### config.mk
export PLATFORM = sky130hd
export DESIGN_NAME = led_pattern_sequencer_top_flat
export DESIGN_NICKNAME = d
export VERILOG_FILES = /design/src/hdl/lps_pkg.sv /design/src/hdl/lps_if.sv /design/src/hdl/lps_chan.sv /design/src/hdl/led_pattern_sequencer_top.sv /design/src/flat_wrapper.sv
export SDC_FILE = /design/constraint.sdc
export NUM_CORES = 1
export LEC_CHECK = 0
export BUFFER_PORTS_ARGS = -buffer_cell sky130_fd_sc_hd__buf_2
export CAP_MARGIN = 20
export CORE_MARGIN = 1
export CORE_UTILIZATION = 40
export CTS_BUF_LIST = sky130_fd_sc_hd__clkbuf_4
export DETAILED_ROUTE_END_ITERATION = 10
export GPL_TIMING_DRIVEN = 0
export HOLD_SLACK_MARGIN = 0.12
export SLEW_MARGIN = 20
export SYNTH_ARGS = -nofsm -noshare
export SYNTH_HDL_FRONTEND = slang
export SYNTH_HIERARCHICAL = 1
export SYNTH_SLANG_ARGS = --single-unit
### constraint.sdc
create_clock -name clk -period 6.1 [get_ports clk]
set_input_delay 1.22 -clock clk [delete_from_list [all_inputs] [get_ports clk]]
set_output_delay 1.22 -clock clk [all_outputs]
set_load 0.02 [all_outputs]
### src/hdl/lps_pkg.sv
// Shared types, request codes and pattern ROM for the LED pattern sequencer.
`default_nettype none

package lps_pkg;

	localparam int LPS_CHANNELS      = 4;
	localparam int LPS_PATTERN_COUNT = 10;

	localparam int ROM_PATTERNS = 10;
	localparam int MAX_STEPS    = 4;
	localparam int DUR_W        = 10;
	localparam int STEP_W       = 3;
	localparam int PAT_W        = 4;
	localparam int REP_W        = 8;
	localparam int PINS_W       = 4;

	localparam logic [DUR_W-1:0] ELAPSED_MAX = '1;

	// request codes
	localparam logic [1:0] REQ_TICK  = 2'd0;
	localparam logic [1:0] REQ_START = 2'd1;
	localparam logic [1:0] REQ_ON    = 2'd2;
	localparam logic [1:0] REQ_OFF   = 2'd3;

	localparam logic [STEP_W-1:0] ROM_LEN [ROM_PATTERNS] = '{
		3'd1, 3'd1, 3'd1, 3'd3, 3'd3, 3'd3, 3'd2, 3'd3, 3'd3, 3'd4
	};

	localparam logic [DUR_W-1:0] ROM_ON [ROM_PATTERNS][MAX_STEPS] = '{
		'{10'd150, 10'd0,   10'd0,   10'd0},
		'{10'd10,  10'd0,   10'd0,   10'd0},
		'{10'd200, 10'd0,   10'd0,   10'd0},
		'{10'd80,  10'd80,  10'd0,   10'd0},
		'{10'd0,   10'd80,  10'd80,  10'd0},
		'{10'd50,  10'd50,  10'd50,  10'd0},
		'{10'd70,  10'd200, 10'd0,   10'd0},
		'{10'd90,  10'd60,  10'd60,  10'd0},
		'{10'd70,  10'd50,  10'd110, 10'd0},
		'{10'd50,  10'd100, 10'd200, 10'd50}
	};

	localparam logic [DUR_W-1:0] ROM_OFF [ROM_PATTERNS][MAX_STEPS] = '{
		'{10'd150, 10'd0,   10'd0,   10'd0},
		'{10'd100, 10'd0,   10'd0,   10'd0},
		'{10'd200, 10'd0,   10'd0,   10'd0},
		'{10'd120, 10'd120, 10'd800, 10'd0},
		'{10'd800, 10'd120, 10'd120, 10'd0},
		'{10'd50,  10'd50,  10'd200, 10'd0},
		'{10'd40,  10'd60,  10'd0,   10'd0},
		'{10'd40,  10'd25,  10'd35,  10'd0},
		'{10'd30,  10'd20,  10'd40,  10'd0},
		'{10'd100, 10'd30,  10'd30,  10'd0}
	};

	typedef struct packed {
		logic              active;
		logic              pin;
		logic              on_phase;
		logic [STEP_W-1:0] step;
		logic [PAT_W-1:0]  pat;
		logic [REP_W-1:0]  target;
		logic [REP_W-1:0]  done;
		logic [DUR_W-1:0]  elapsed;
	} lps_chan_state_t;

	// decoded request as seen by one channel
	typedef struct packed {
		logic [1:0]       req;
		logic             hit;
		logic [PAT_W-1:0] pid;
		logic [REP_W-1:0] rep;
	} lps_cmd_t;

	typedef struct packed {
		logic pin;
		logic active;
	} lps_chan_stat_t;

	function automatic logic [STEP_W-1:0] rom_len(input logic [PAT_W-1:0] pat);
		logic [STEP_W-1:0] len;
		len = '0;
		if (pat < PAT_W'(ROM_PATTERNS)) begin
			len = ROM_LEN[pat];
		end
		return len;
	endfunction

	function automatic logic [DUR_W-1:0] rom_dur(input logic [PAT_W-1:0] pat,
		input logic [1:0] idx, input logic on);
		logic [DUR_W-1:0] dur;
		dur = '0;
		if (pat < PAT_W'(ROM_PATTERNS)) begin
			dur = on ? ROM_ON[pat][idx] : ROM_OFF[pat][idx];
		end
		return dur;
	endfunction

endpackage

`default_nettype wire

### src/hdl/lps_if.sv
// Valid/ready channel interfaces for request and result items.
`default_nettype none

interface lps_req_if
	import lps_pkg::*;
();
	logic             valid;
	logic             ready;
	logic [1:0]       req_type;
	logic [1:0]       channel;
	logic [PAT_W-1:0] pattern_id;
	logic [REP_W-1:0] repeat_count;

	modport source (output valid, req_type, channel, pattern_id, repeat_count,
		input ready);
	modport sink (input valid, req_type, channel, pattern_id, repeat_count,
		output ready);
endinterface

interface lps_rsp_if
	import lps_pkg::*;
();
	logic              valid;
	logic              ready;
	logic [PINS_W-1:0] pin_levels;
	logic [PINS_W-1:0] active_mask;

	modport source (output valid, pin_levels, active_mask, input ready);
	modport sink (input valid, pin_levels, active_mask, output ready);
endinterface

`default_nettype wire

### src/hdl/lps_chan.sv
// One output channel: state registers and the per-item update logic.
`default_nettype none

module lps_chan
	import lps_pkg::*;
#(
	parameter int PATTERN_COUNT = LPS_PATTERN_COUNT
) (
	input  wire logic           clk,
	input  wire logic           arst_n,
	input  wire logic           upd,
	input  wire lps_cmd_t       cmd,
	output      lps_chan_stat_t stat_nxt
);

	lps_chan_state_t cur_q;
	lps_chan_state_t nxt;

	always_comb begin
		logic [STEP_W-1:0] idx;
		logic [REP_W-1:0]  done_inc;
		logic [DUR_W-1:0]  el;
		logic [DUR_W-1:0]  dur;
		logic              stop;

		nxt      = cur_q;
		idx      = cur_q.step;
		done_inc = cur_q.done + REP_W'(1);
		el       = cur_q.elapsed;
		dur      = '0;
		stop     = 1'b0;

		case (cmd.req)
			REQ_TICK: begin
				if (cur_q.active) begin
					if (cur_q.pat >= PAT_W'(ROM_PATTERNS)) begin
						nxt.active = 1'b0;
						nxt.pin    = 1'b0;
					end else begin
						// past the last step: wrap, and count one pass when a target is set
						if (cur_q.step >= rom_len(cur_q.pat)) begin
							idx      = '0;
							nxt.step = '0;
							if (cur_q.target != '0) begin
								nxt.done = done_inc;
								stop     = (done_inc >= cur_q.target);
							end
						end
						if (stop) begin
							nxt.active = 1'b0;
							nxt.pin    = 1'b0;
						end else begin
							dur = rom_dur(cur_q.pat, idx[1:0], cur_q.on_phase);
							if (el != ELAPSED_MAX) begin
								el = el + DUR_W'(1);
							end
							if (el >= dur) begin
								el = '0;
								if (cur_q.on_phase) begin
									nxt.on_phase = 1'b0;
									nxt.pin      = 1'b0;
								end else begin
									nxt.on_phase = 1'b1;
									nxt.pin      = 1'b1;
									nxt.step     = idx + STEP_W'(1);
								end
							end
							nxt.elapsed = el;
						end
					end
				end
			end
			REQ_START: begin
				if (cmd.hit && ({1'b0, cmd.pid} < (PAT_W+1)'(PATTERN_COUNT))
					&& (cmd.pid < PAT_W'(ROM_PATTERNS))) begin
					nxt.pat      = cmd.pid;
					nxt.step     = '0;
					nxt.done     = '0;
					nxt.target   = cmd.rep;
					nxt.elapsed  = '0;
					nxt.on_phase = 1'b1;
					nxt.active   = 1'b1;
					nxt.pin      = 1'b1;
				end
			end
			REQ_ON: begin
				if (cmd.hit) begin
					nxt.pin    = 1'b1;
					nxt.active = 1'b0;
				end
			end
			REQ_OFF: begin
				if (cmd.hit) begin
					nxt.pin    = 1'b0;
					nxt.active = 1'b0;
				end
			end
			default: begin
			end
		endcase
	end

	always_ff @(posedge clk or negedge arst_n) begin
		if (!arst_n) begin
			cur_q <= '0;
		end else if (upd) begin
			cur_q <= nxt;
		end
	end

	assign stat_nxt.pin    = nxt.pin;
	assign stat_nxt.active = nxt.active;

endmodule

`default_nettype wire

### src/hdl/led_pattern_sequencer_top.sv
// Top level of the LED pattern sequencer: input stage, channel array, result stage.
// A request item accepted into the request register moves on to the result register.
// Throughput: one item per cycle while rsp.ready stays high; the request register and
// the result register form a two-stage pipeline, so a new item is taken while a result
// waits. The rate is set by the single channel-update pass between the two registers.
// Reset (arst_n low, asynchronous) clears every channel's state and both valid flags.
`default_nettype none

module led_pattern_sequencer_top
	import lps_pkg::*;
#(
	parameter int CHANNELS      = LPS_CHANNELS,
	parameter int PATTERN_COUNT = LPS_PATTERN_COUNT
) (
	input wire logic clk,
	input wire logic arst_n,
	lps_req_if.sink   req,
	lps_rsp_if.source rsp
);

	// ---------------------------------------------------------------
	// Request stage: holds one accepted item until the channels take it.
	// ---------------------------------------------------------------
	logic             valid_s1;
	logic [1:0]       req_type_s1;
	logic [1:0]       channel_s1;
	logic [PAT_W-1:0] pattern_id_s1;
	logic [REP_W-1:0] repeat_count_s1;

	logic rsp_valid_q;
	logic advance;
	logic req_fire;

	// the item in stage 1 moves on when the result register is free or drained
	assign advance  = valid_s1 && (!rsp_valid_q || rsp.ready);
	assign req.ready = !valid_s1 || advance;
	assign req_fire = req.valid && req.ready;

	always_ff @(posedge clk or negedge arst_n) begin
		if (!arst_n) begin
			valid_s1 <= 1'b0;
		end else if (req.ready) begin
			valid_s1 <= req.valid;
		end
	end

	// payload needs no reset
	always_ff @(posedge clk) begin
		if (req_fire) begin
			req_type_s1     <= req.req_type;
			channel_s1      <= req.channel;
			pattern_id_s1   <= req.pattern_id;
			repeat_count_s1 <= req.repeat_count;
		end
	end

	// ---------------------------------------------------------------
	// Channel array: each channel updates its own state in parallel.
	// Only the first four channels can be addressed by the 2-bit field,
	// and only those four appear in the result.
	// ---------------------------------------------------------------
	lps_chan_stat_t stat_nxt [CHANNELS];
	logic [PINS_W-1:0] pins_nxt;
	logic [PINS_W-1:0] act_nxt;

	for (genvar i = 0; i < CHANNELS; i++) begin : g_chan
		lps_cmd_t cmd;

		assign cmd.req = req_type_s1;
		assign cmd.pid = pattern_id_s1;
		assign cmd.rep = repeat_count_s1;
		if (i < PINS_W) begin : g_addr
			assign cmd.hit = (channel_s1 == 2'(i));
		end else begin : g_noaddr
			assign cmd.hit = 1'b0;
		end

		lps_chan #(
			.PATTERN_COUNT(PATTERN_COUNT)
		) u_chan (
			.clk     (clk),
			.arst_n  (arst_n),
			.upd     (advance),
			.cmd     (cmd),
			.stat_nxt(stat_nxt[i])
		);
	end

	for (genvar i = 0; i < PINS_W; i++) begin : g_pack
		if (i < CHANNELS) begin : g_used
			assign pins_nxt[i] = stat_nxt[i].pin;
			assign act_nxt[i]  = stat_nxt[i].active;
		end else begin : g_unused
			assign pins_nxt[i] = 1'b0;
			assign act_nxt[i]  = 1'b0;
		end
	end

	// ---------------------------------------------------------------
	// Result stage: one result item per request item.
	// ---------------------------------------------------------------
	logic [PINS_W-1:0] pins_q;
	logic [PINS_W-1:0] act_q;

	always_ff @(posedge clk or negedge arst_n) begin
		if (!arst_n) begin
			rsp_valid_q <= 1'b0;
		end else if (advance) begin
			rsp_valid_q <= 1'b1;
		end else if (rsp.ready) begin
			rsp_valid_q <= 1'b0;
		end
	end

	always_ff @(posedge clk) begin
		if (advance) begin
			pins_q <= pins_nxt;
			act_q  <= act_nxt;
		end
	end

	assign rsp.valid       = rsp_valid_q;
	assign rsp.pin_levels  = pins_q;
	assign rsp.active_mask = act_q;

	// ---------------------------------------------------------------
	// Assertions
	// ---------------------------------------------------------------
	a_adv_gives_result: assert property (@(posedge clk) disable iff (!arst_n)
		advance |=> rsp_valid_q)
		else $error("advanced item did not produce a result");

	a_stall_reason: assert property (@(posedge clk) disable iff (!arst_n)
		!req.ready |-> (valid_s1 && rsp_valid_q && !rsp.ready))
		else $error("request side stalled without a full pipeline");

	a_no_overwrite: assert property (@(posedge clk) disable iff (!arst_n)
		(req_fire && valid_s1) |-> advance)
		else $error("stage 1 item overwritten before it moved on");

endmodule

`default_nettype wire
### src/flat_wrapper.sv
// flat-port wrapper written by rule: the top's interface ports become plain ports
module led_pattern_sequencer_top_flat import lps_pkg::*;
#(
	parameter int CHANNELS      = LPS_CHANNELS,
	parameter int PATTERN_COUNT = LPS_PATTERN_COUNT
)
  (clk, arst_n, req_valid, req_req_type, req_channel, req_pattern_id, req_repeat_count, req_ready, rsp_valid, rsp_pin_levels, rsp_active_mask, rsp_ready);
  lps_req_if req_i ();
  lps_rsp_if rsp_i ();
  input wire logic clk;
  input wire logic arst_n;
  input wire logic [$bits(req_i.valid)-1:0] req_valid;
  input wire logic [$bits(req_i.req_type)-1:0] req_req_type;
  input wire logic [$bits(req_i.channel)-1:0] req_channel;
  input wire logic [$bits(req_i.pattern_id)-1:0] req_pattern_id;
  input wire logic [$bits(req_i.repeat_count)-1:0] req_repeat_count;
  output wire logic [$bits(req_i.ready)-1:0] req_ready;
  output wire logic [$bits(rsp_i.valid)-1:0] rsp_valid;
  output wire logic [$bits(rsp_i.pin_levels)-1:0] rsp_pin_levels;
  output wire logic [$bits(rsp_i.active_mask)-1:0] rsp_active_mask;
  input wire logic [$bits(rsp_i.ready)-1:0] rsp_ready;
  assign req_i.valid = req_valid;
  assign req_i.req_type = req_req_type;
  assign req_i.channel = req_channel;
  assign req_i.pattern_id = req_pattern_id;
  assign req_i.repeat_count = req_repeat_count;
  assign req_ready = req_i.ready;
  assign rsp_valid = rsp_i.valid;
  assign rsp_pin_levels = rsp_i.pin_levels;
  assign rsp_active_mask = rsp_i.active_mask;
  assign rsp_i.ready = rsp_ready;
  led_pattern_sequencer_top #(.CHANNELS(CHANNELS), .PATTERN_COUNT(PATTERN_COUNT)) u_core (.clk(clk), .arst_n(arst_n), .req(req_i), .rsp(rsp_i));
endmodule
==> impl_metrics.json <==
{
  "cts_hold_buf": 0,
  "layout_setup_ws_ns": 0.481,
  "grt_max_degree": 93,
  "critPathCapture": "u_core/rsp.pin_levels[2]$_DFFE_PP_",
  "start_util_pct": 40.8,
  "reg2reg_slack_ns": 0.48,
  "synthArstFlopShare_pct": 85.9,
  "cts.sinks": 170,
  "drc_errors": 0,
  "grtUsageTotal_pct": 22.4,
  "die_w_um": 196,
  "hold_viol": 0,
  "crit_required_ns": 6.48,
  "worst_path_max_delay_cell": "dfrtp_1",
  "yosys.area.top_type_share_pct": 24.3,
  "max_slew.worst_pin.slew_ns": 0.763,
  "grt_overflow": 0,
  "ys_warn_count": 6,
  "boundaryPins": 30,
  "rsz0062_at_grt": "no",
  "drt_iter0_drc": 1235,
  "maxSlewHeadroom_pct": 48.6,
  "ys_seq_area_share_pct": 29.1,
  "grt_pass1_wl_um": 69800,
  "port_buffers": 29,
  "syn_inst": 1813,
  "yosys-top-cells-area": "dfrtp_1 (24%), ha_1 (10%), edfxtp_1 (4.8%)",
  "place.gp.congestion": 0.977,
  "critPathArrivalTime_ns": 6.00,
  "post-route-util_pct": 43.6,
  "drt-pass1-iter-count": 6,
  "max_freq_mhz": 178,
  "hp-class": "input port to asynchronous set/reset pin",
  "start_kind": "flip-flop",
  "critical-path-max-stage-delay_ns": 0.54,
  "root_buffer": "clkbuf_4",
  "place_ws_ns": 0.517,
  "num_rows": 70,
  "chipHeight_um": 196,
  "detail_route.wl_per_cell_um": 18.2,
  "power.density_mw_per_mm2": 417,
  "cts_buffer_depth": 2,
  "report.final.slew_viol_count": 0,
  "reg2reg_from": "u_core/g_chan[2].u_chan/cur_q[29]$_DFFE_PN0P_",
  "avgViaCountPerCell": 6.06,
  "synth_largest_area_cell": "dfrtp_1",
  "irDropWorstVdd_uv": 190,
  "placed_cells": 2311,
  "reg2reg_depth": 21,
  "layout-drive-gt1-share_pct": 9.65,
  "final.min_clock_period_ns": 5.62,
  "critical_path_peak_fanout": 10,
  "final_cells": 2345,
  "skew_ns": 0.0244,
  "layout_common_cells": "nand2_1 (185), dfrtp_1 (146), a21oi_1 (138)",
  "final_common_cell": "nand2_1",
  "syn_area_per_cell_um2": 8.28,
  "cts_setup_buffers": 0,
  "cp_cell_sequence": "clkbuf_1 -> clkbuf_2 -> buf_2 -> o21a_1 -> o22ai_1 -> ha_1 -> nor2b_1 -> o21a_1 -> buf_2 -> nand3_1 -> a22oi_1 -> o211ai_1 -> o211ai_1 -> ha_1 -> a41oi_1 -> nor2_1 -> a211oi_4 -> nor2_1 -> a21oi_1 -> o21bai_1 -> buf_4",
  "htreeDepth": 4,
  "nNetsFinal": 2006,
  "syn_to_final_growth_pct": 6.99,
  "dieArea_mm2": 0.0383,
  "clkTransAtPathRegs_ns": 0.14,
  "coreArea_mm2": 0.0368,
  "period_share_pct": 92.1,
  "synth-edff-count": 24,
  "endpoint_kind": "flip-flop",
  "clock_latency_ns": 0.62,
  "first_global_vias": 13137,
  "synth_flop_cell": "dfrtp_1",
  "n_fill_cell": 3672,
  "finalSetupTns_ns": 0,
  "syn_nets": 1957,
  "path_class": "flip-flop to flip-flop",
  "wirelength_um": 42700,
  "grt_antenna_before_repair": 2,
  "status": "finished clean",
  "synth_area_mm2": 0.0150,
  "drv_cap": 0,
  "yosys_register_bits": 170,
  "p_leak_nw": 6.86,
  "cts_tree": "done",
  "vias": 14210,
  "cts_inserted_buffers": 17,
  "cp-startpoint": "u_core/g_chan[2].u_chan/cur_q[29]$_DFFE_PN0P_",
  "finalSetupViolCount": 0,
  "postRouteAntennaNets": 0,
  "r2r_end": "u_core/rsp.pin_levels[2]$_DFFE_PP_",
  "dp_hpwl_um": 31400,
  "ys_types": 88
}
-- metrics by stage --
stage | total power, mW | hold WS (ns) | cell area (um2)
after detailed placement | 5.94 | 0.503 | 15800
after CTS | 6.64 | 0.481 | 16000
final | 6.69 | 0.508 | 16100
after global routing | 7.29 | 0.483 | 16100
after floorplan | 4.84 | 0.476 | 15000
after global placement | 5.89 | 0.496 | 15700
-- cells in the mapped netlist (24+ instances only) --
cell type and count:
dfrtp_1 146, buf_2 29, nor2b_1 34, ha_1 124
nor3_1 24, clkbuf_1 56, nor2_1 114, o21ai_1 26
inv_1 104, nand2b_1 40, o21ai_0 129, edfxtp_1 24
mux2_2 24, a22o_1 29, o22ai_1 27, o21a_1 25
nand3_1 62, nand2_1 185, a21oi_1 138, xnor2_1 37
-- area by class of cell --
type | count | area (um2) | share of cell area, %
tap | 468 | 586 | 3.65
timing repair buffer | 30 | 183 | 1.14
clock buffer | 18 | 135 | 0.842
multi-input combinational | 1427 | 9710 | 60.5
clock inverter | 14 | 138 | 0.857
inverter | 111 | 417 | 2.60
buffer | 105 | 510 | 3.18
sequential | 170 | 4370 | 27.2
antenna | 2 | 5.00 | 0.0312
-- power breakdown --
part           internal [mW]  leakage, nW  switching [mW]  total (mW)
logic                   1.62         4.61            2.70        4.32
registers               1.40         2.11           0.290        1.69
clock network          0.217        0.146           0.459       0.676
total                   3.24         6.86            3.45        6.69
-- worst min-delay path by stage --
| stage | from | endpoint | depth (start not counted) |
|---|---|---|---|
| 2_1_floorplan | u_core/g_chan[0].u_chan/cur_q[8]$_DFFE_PN0P_ | u_core/g_chan[0].u_chan/cur_q[8]$_DFFE_PN0P_ | 2 |
| 3_3_place_gp | u_core/g_chan[2].u_chan/cur_q[8]$_DFFE_PN0P_ | u_core/g_chan[2].u_chan/cur_q[8]$_DFFE_PN0P_ | 2 |
| 3_5_place_dp | u_core/g_chan[2].u_chan/cur_q[8]$_DFFE_PN0P_ | u_core/g_chan[2].u_chan/cur_q[8]$_DFFE_PN0P_ | 2 |
| 4_1_cts | arst_n | u_core/g_chan[1].u_chan/cur_q[0]$_DFFE_PN0P_ | 1 |
| 5_1_grt | arst_n | u_core/g_chan[2].u_chan/cur_q[5]$_DFFE_PN0P_ | 1 |
| 6_report | arst_n | u_core/g_chan[1].u_chan/cur_q[0]$_DFFE_PN0P_ | 1 |
-- flip-flops by register name, summed over array words and instances, names as in the netlist --
register and flops:
u_core/rsp.valid 1, u_core/repeat_count_s1 8, u_core/g_chan.u_chan/cur_q 144, u_core/channel_s1 2
u_core/rsp.pin_levels 4, u_core/pattern_id_s1 4, u_core/valid_s1 1, u_core/rsp.active_mask 4
u_core/req_type_s1 2
-- cell families after synthesis --
family	after synthesis	synth area share (%)
simple gates	569	18.6
mux	37	2.67
xor+xnor	55	3.21
flops	170	29.1
compound gates	642	29.9
buf+inv	216	6.17
fa+ha+maj	124	10.3
-- worst max-delay path, delay by kind of cell, from the launching register on --
kind	cells	cell delay (ns)
flops	1	0.54
buf+inv	5	1.41
compound gates	10	2.09
fa+ha+maj	2	0.58
simple gates	4	0.77
-- per-layer routing --
layer	share of wire [%]	GRT usage (%)	wire length, um
met4	1.9	6.13	806
met2	45	35.4	19300
met1	47	32.2	20200
met3	5.4	2.75	2310
met5	0	0	0
-- timing repair --
action,4_1_cts,5_1_grt
gates resized for setup,0,2
setup endpoints to repair,0,1
endpoints found under the hold margin,0,0
Power figures use the tool's default switching activity.
